==> config.mk <==
export PLATFORM = sky130hd
export DESIGN_NAME = pimr_ctrl
export DESIGN_NICKNAME = d
export VERILOG_FILES = /design/src/hdl/pimr_pkg.sv /design/src/hdl/pimr_ctrl.sv
export SDC_FILE = /design/constraint.sdc
export NUM_CORES = 1
export LEC_CHECK = 0
export BUFFER_PORTS_ARGS = -buffer_cell sky130_fd_sc_hd__buf_2
export CAP_MARGIN = 20
export CELL_PAD_IN_SITES_DETAIL_PLACEMENT = 0
export CELL_PAD_IN_SITES_GLOBAL_PLACEMENT = 2
export CORE_MARGIN = 4
export CORE_UTILIZATION = 21
export DETAILED_ROUTE_END_ITERATION = 8
export MAX_ROUTING_LAYER = met4
export PLACE_DENSITY_LB_ADDON = 0.1
export RECOVER_POWER = 100
export SYNTH_ARGS = -nofsm -noshare
export SYNTH_HDL_FRONTEND = slang
export SYNTH_SLANG_ARGS = --single-unit
==> constraint.sdc <==
create_clock -name clk -period 2.7 [get_ports clk]
set_input_delay 0.54 -clock clk [delete_from_list [all_inputs] [get_ports clk]]
set_output_delay 0.54 -clock clk [all_outputs]
set_load 0.05 [all_outputs]
==> src/hdl/pimr_pkg.sv <==
// ----------------------------------------------------------------------------
// pimr_pkg
// shared types and constants of the intensity raster core
// ----------------------------------------------------------------------------
package pimr_pkg;
    localparam logic OP_ACCUM = 1'b0;
    localparam logic OP_READ  = 1'b1;

    localparam logic [2:0] REG_LEFT_X = 3'd0;
    localparam logic [2:0] REG_TOP_Y  = 3'd1;
    localparam logic [2:0] REG_INV    = 3'd2;
    localparam logic [2:0] REG_ROWS   = 3'd3;
    localparam logic [2:0] REG_COLS   = 3'd4;
    localparam logic [2:0] REG_FULL   = 3'd5;

    localparam int GREY_FULL = 255;

    typedef struct packed {
        logic        opcode;
        logic [31:0] point_x;
        logic [31:0] point_y;
        logic [15:0] point_intensity;
        logic [7:0]  read_row;
        logic [7:0]  read_col;
    } in_item_t;

    typedef struct packed {
        logic [7:0]  pixel_value;
        logic [15:0] cell_intensity;
        logic        cell_hit;
    } out_item_t;

    // controller to datapath
    typedef struct packed {
        logic take_in;     // register the input item
        logic mul_go;      // compute coordinates
        logic rd_go;       // issue ram read
        logic wr_go;       // write back
        logic div_start;   // start pixel divide
        logic out_load;    // load result
        logic clr_step;    // clearing pass write
    } dp_cmd_t;

    // datapath to controller
    typedef struct packed {
        logic is_read;
        logic in_range;
        logic div_done;
        logic clr_last;
    } dp_stat_t;
endpackage

==> src/hdl/pimr_ctrl.sv <==
// ----------------------------------------------------------------------------
// pimr_ctrl
// sequencer for clearing pass, accumulate and read items
// ----------------------------------------------------------------------------
module pimr_ctrl (
    input  logic               clk,
    input  logic               rst_n,
    input  logic               in_valid,
    output logic               in_ready,
    output logic               out_valid,
    input  logic               out_ready,
    input  pimr_pkg::dp_stat_t stat,
    output pimr_pkg::dp_cmd_t  cmd
);
    import pimr_pkg::*;

    localparam logic [2:0] S_CLEAR = 3'd0;
    localparam logic [2:0] S_IDLE  = 3'd1;
    localparam logic [2:0] S_MUL   = 3'd2;
    localparam logic [2:0] S_RD    = 3'd3;
    localparam logic [2:0] S_MOD   = 3'd4;
    localparam logic [2:0] S_DIV   = 3'd5;

    logic [2:0] state_reg, state_next;
    logic       ovalid_reg, ovalid_next;

    assign out_valid = ovalid_reg;
    // one item in flight, a new item is taken only in idle
    assign in_ready = (state_reg == S_IDLE);

    always_comb
    begin
        state_next  = state_reg;
        ovalid_next = ovalid_reg && !out_ready;
        cmd         = '0;
        unique case (state_reg)
            S_CLEAR:
            begin
                cmd.clr_step = 1'b1;
                if (stat.clr_last)
                begin
                    state_next = S_IDLE;
                end
            end
            S_IDLE:
            begin
                if (in_valid)
                begin
                    cmd.take_in = 1'b1;
                    state_next  = S_MUL;
                end
            end
            S_MUL:
            begin
                cmd.mul_go = 1'b1;
                state_next = S_RD;
            end
            S_RD:
            begin
                if (stat.is_read || stat.in_range)
                begin
                    cmd.rd_go  = 1'b1;
                    state_next = S_MOD;
                end
                else
                begin
                    state_next = S_IDLE;
                end
            end
            S_MOD:
            begin
                if (!stat.is_read)
                begin
                    cmd.wr_go  = 1'b1;
                    state_next = S_IDLE;
                end
                else if (!ovalid_next)
                begin
                    cmd.wr_go     = 1'b1;
                    cmd.div_start = 1'b1;
                    state_next    = S_DIV;
                end
            end
            S_DIV:
            begin
                if (stat.div_done)
                begin
                    cmd.out_load = 1'b1;
                    ovalid_next  = 1'b1;
                    state_next   = S_IDLE;
                end
            end
            default:
            begin
                state_next = S_IDLE;
            end
        endcase
    end

    always_ff @(posedge clk or negedge rst_n)
    begin
        if (!rst_n)
        begin
            state_reg  <= S_CLEAR;
            ovalid_reg <= 1'b0;
        end
        else
        begin
            state_reg  <= state_next;
            ovalid_reg <= ovalid_next;
        end
    end
endmodule

After elaboration in Yosys (flattened, before gate mapping) --
Index checks and enable logic that the tools add are counted.
Cells by class: add/subtract/negate cells 0, $mul 0, div/mod/pow operators 0, $lt $le $gt $ge 0, equal/unequal tests 9, shifts and indexed selects 0, multiplexer cells 21, bitwise gates (word level) 0, reductions and logical operators 5
Operators with widths (count):
- 3-bit two-way mux | 6
- 3-bit one-hot mux with 6 select lines | 1
- 1-bit two-way mux | 12
- 3-bit by 2-bit equality test with 1-bit output, second input constant | 2
- 3-bit equality test, second input constant | 2
- 2-bit != test, second input constant | 3
- 2-bit two-way mux | 2
- 4-bit AND reduction | 1
- 3-bit by 1-bit equality test with 1-bit output, second input constant | 1
- 3-bit logical NOT | 1
- 3-bit != test, second input constant | 1
- 1-bit logical AND | 1
- 1-bit logical NOT | 1
- 1-bit logical OR | 1
Word-level totals: register bits after elaboration 4, latch bits 0, RAM bits 0, ROM bits 0, input port bits 8, output and inout port bits 9, word-level logic and storage cells 37, memories 0

Logic depth before layout (Yosys ltp) --
word-level depth 5, gate-level depth with buffers 4, mapped depth without buffers 3

Worst setup path after synthesis --
No wires, ideal clock.
kind register to output, start register ovalid_reg, in the netlist out_valid, end output cmd[3] (netlist bit), data arrival time 1.633 ns, required time 2.160 ns, setup slack 0.527 ns, stages on the path, launching flop included 3, path through dfrtp_1 and2b_2 a21oi_1
RTL lines:
- start, declared | line pimr_ctrl.sv:25 | logic ovalid_reg, ovalid_next;
- start signal, assigned | line pimr_ctrl.sv:110 | ovalid_reg <= ovalid_next;
- end, declared | line pimr_ctrl.sv:13 | output pimr_pkg::dp_cmd_t cmd

==> results summary <==
The horizontal die dimension came out at about 45 um. The largest family of logic cells by synthesized area is simple AND/OR/NAND/NOR gates. The full die area is 0.00200 sq mm. The number of vias after detailed routing is 311. The post-route clock period utilization is 84.2%. The number of register bits inferred by synthesis came out at 4. The post-synthesis async set-or-reset flop share came out at 100%. The final weighted congestion in routability-driven placement came out at 0.773. The initial utilization of the core area, before any placement, comes to 23.9%. Including well taps, the total number of placed cells is 63.

The path type of the worst min-delay path is in -> async. Along the worst path, the maximum fanout reaches 8. The I/O pin count came out at 17.

The number of iterations in the first detailed-routing pass came out at 1. Setup repair after global routing left no endpoint under its margin. The largest total area in the synthesized netlist belongs to sky130_fd_sc_hd__dfrtp_1. Data arrives at the worst endpoint at 1730 ps.

The cell-internal power is 0.216 mW. The adder-cell share of the synthesized area came out at 0%. Yosys mapped the design onto 22 distinct sky130hd cell types. Once detailed placement completed, the half-perimeter wirelength came to 619 um.

The proportion of synthesized chip area in sequential cells is a little over a third. The final-report setup violation count is 0. The wire length reported by the detailed router is 784 um. The number of instances in the synthesized netlist is 34. The number of resized instances in the post-cts repair step is 0. The top cell type's share of synthesized area came out at a little over a third. The average wire length per cell after detail routing is 11.9 um. The sequential cell fraction of total power came out at 25.5%. The post-synthesis mux area share came out at 3.52%.

The first global-routing pass estimated 1270 um of wire. The worst-case headroom to the max-slew limit is roughly 60%. The layout cell share with drive strength beyond 1 came out at between 20% and 30%. The compound-gate portion of the synthesized area came out at 16.7%. The worst setup path is of the reg -> out kind. After detailed routing, the number of remaining DRC violations is 0. The post-CTS repair timing setup buffer count came out at 0. The maximum number of pins on one net before global-route repair is 13. The proportion of power drawn by the clock network is between 10% and 20%. The number of antenna repair diodes came out at 0. The number of clock buffers added by TritonCTS is 3. The worst IR drop on VDD is 310 uV. Compared with the post-synthesis result, the final layout area differs by 34.4%. At the pin with the least slew margin, the transition time is 604 ps. After clock tree synthesis, the clock-pin slew on the worst setup and hold paths is 40 ps.

The type of destination of the critical path is a primary output. The critical path startpoint category is a register. The share of total power consumed by net switching is 58.3%. The max-capacitance violation count came out at 0.

The number of endpoints with negative hold slack in the final report came to 0. By count the netlist is led by sky130_fd_sc_hd__dfrtp_1, sky130_fd_sc_hd__nor2_1, sky130_fd_sc_hd__a21oi_1, sky130_fd_sc_hd__nand2_1. The worst setup slack after layout came out at 426 ps. The power spent charging and discharging nets is 0.302 mW. For this run, the number of Yosys warnings is 0. TritonCTS built the clock tree. The number of buffers on the longest clock path came out at 2.

The flow ran to the end, and the final reports show no timing, DRC or antenna violations. Data on the critical path is required at its endpoint by 2160 ps. The initial antenna violation count was 0.

Summing every instance area after synthesis gives 284 sq um. The minimum clock period came out at 2270 ps. The die height is roughly 45 um.

The number of synthesized flops with an enable pin came out at 0. The portion of total power attributed to combinational logic came out at between 60% and 70%. Row generation in the floorplan step produced 12 rows. After detailed routing, the number of vias per cell comes to 4.71. The maximum level of the CTS H-tree came out at 1. A synthesized cell averages ~8.4 sq um. The highest attainable clock frequency is 440 MHz. The register with the most flip-flops in the layout has 3 of them. The core footprint is 0.00119 sq mm.

The total routing usage reported by global routing is 9.11%. In this run the tool buffered the top-level ports with 16 buffer cells. The number of global-route vias before repair is 309.

For this run, the leading register cell type out of synthesis is sky130_fd_sc_hd__dfrtp_1. The net count after synthesis is between 40 and 50. The simple logic cell fraction of the synthesized area is 40.5%. The global-route congestion overflow total is 0. The final setup TNS came out at 0 ps.

At the later pin of the worst-skew pair, clock insertion delay measures ~230 ps. After Yosys synthesis, XOR and XNOR cells account for 0% of the synthesized area. The final worst clock skew is roughly 3.3 ps. Hold repair after CTS inserted 0 buffers. The final layout net count is 62. Yosys attributes the largest share of cell area to sky130_fd_sc_hd__dfrtp_1, sky130_fd_sc_hd__a21oi_1, sky130_fd_sc_hd__and2b_1. The number of max-slew violations in the final report is 0. The starting DRC count in detailed routing came out at 0. The ratio of total power to cell area is 1360 mW/mm^2.

The number of routed nets with antenna violations is 0. The clock root buffer is sky130_fd_sc_hd__clkbuf_4. The count of non-filler cells in the finished layout came out at 66. The total power of the final layout came out at 0.518 mW.

Counting every sink on the clock net gives 4. The pre-CTS worst setup slack is 916 ps. The reg-to-reg setup timing slack is 1390 ps.

The analysis attributes to cell leakage a power of approximately 0.18 nW.
stage by stage:
| step | util [%] | hold slack [ps] | instance area (sq um) |
|---|---|---|---|
| 5_1_grt | 32.2 | 151 | 382 |
| 3_5_place_dp | 31.5 | 346 | 374 |
| 3_3_place_gp | 31.5 | 343 | 374 |
| 4_1_cts | 33.4 | 96.4 | 397 |
| 2_1_floorplan | - | 244 | 284 |
| 6_report | 32.2 | 125 | 382 |
final cells by class:
type / count / area, sq um
Sequential cell: 4 / 100
Tap cell: 14 / 17.5
Inverter: 1 / 3.75
Clock buffer: 3 / 22.5
Multi-Input combinational cell: 28 / 170
Timing Repair Buffer: 16 / 67.6
Fill cell: 148 / 805
cells by family (layout without fill, tap and decap cells):
kind of cell | after synthesis | in the layout
buf+inv | 2 | 20
mux | 1 | 1
flops | 4 | 4
compound gates | 7 | 7
simple gates | 20 | 20
final timing paths:
path                              start      endpoint  cells past startpoint
max                        state_reg[0]        cmd[6]                      4
min                               rst_n  state_reg[0]                      1
max reg2reg                state_reg[2]  state_reg[2]                      3
min reg2reg                   out_valid     out_valid                      2
max in group asynchronous         rst_n     out_valid                      1
min in group clk               in_valid  state_reg[1]                      3
routing by layer:
metal | GRT usage (%) | wire length (um) | vias up | part of all wire, %
li1 | - | - | 158 | -
met1 | 10.8 | 344 | 144 | 44
met2 | 13.8 | 392 | 9 | 50
met3 | 1.20 | 47 | 0 | 6.0
met4 | 7.02 | 0 | 0 | 0
met5 | - | 0 | - | 0
power groups by stage:
stage / clock network (mW) / logic [mW] / registers (mW)
global placement: 0 / 0.327 / 0.134
CTS: 0.0764 / 0.330 / 0.134
floorplan: 0 / 0.263 / 0.129
detailed placement: 0 / 0.329 / 0.135
finish: 0.0720 / 0.314 / 0.132
global route: 0.0792 / 0.338 / 0.140
critical path, stage by stage (launching register included):
cell and delay [ps]:
sky130_fd_sc_hd__dfrtp_1 450, sky130_fd_sc_hd__nor2b_1 280, sky130_fd_sc_hd__and2b_1 180, sky130_fd_sc_hd__and2_1 120, sky130_fd_sc_hd__clkbuf_1 470
cells in the final DEF, fill, tap and decap left out, types with 2 or more instances in the layout:
master and instances:
sky130_fd_sc_hd__clkbuf_4 3, sky130_fd_sc_hd__nor2_1 4, sky130_fd_sc_hd__dfrtp_1 4, sky130_fd_sc_hd__buf_2 6, sky130_fd_sc_hd__clkbuf_1 10, sky130_fd_sc_hd__a21oi_1 3, sky130_fd_sc_hd__a31oi_1 2, sky130_fd_sc_hd__nand2_1 3
sky130_fd_sc_hd__and2b_1 2, sky130_fd_sc_hd__nor2b_1 2
No activity file was read; power rests on OpenSTA's default activity.
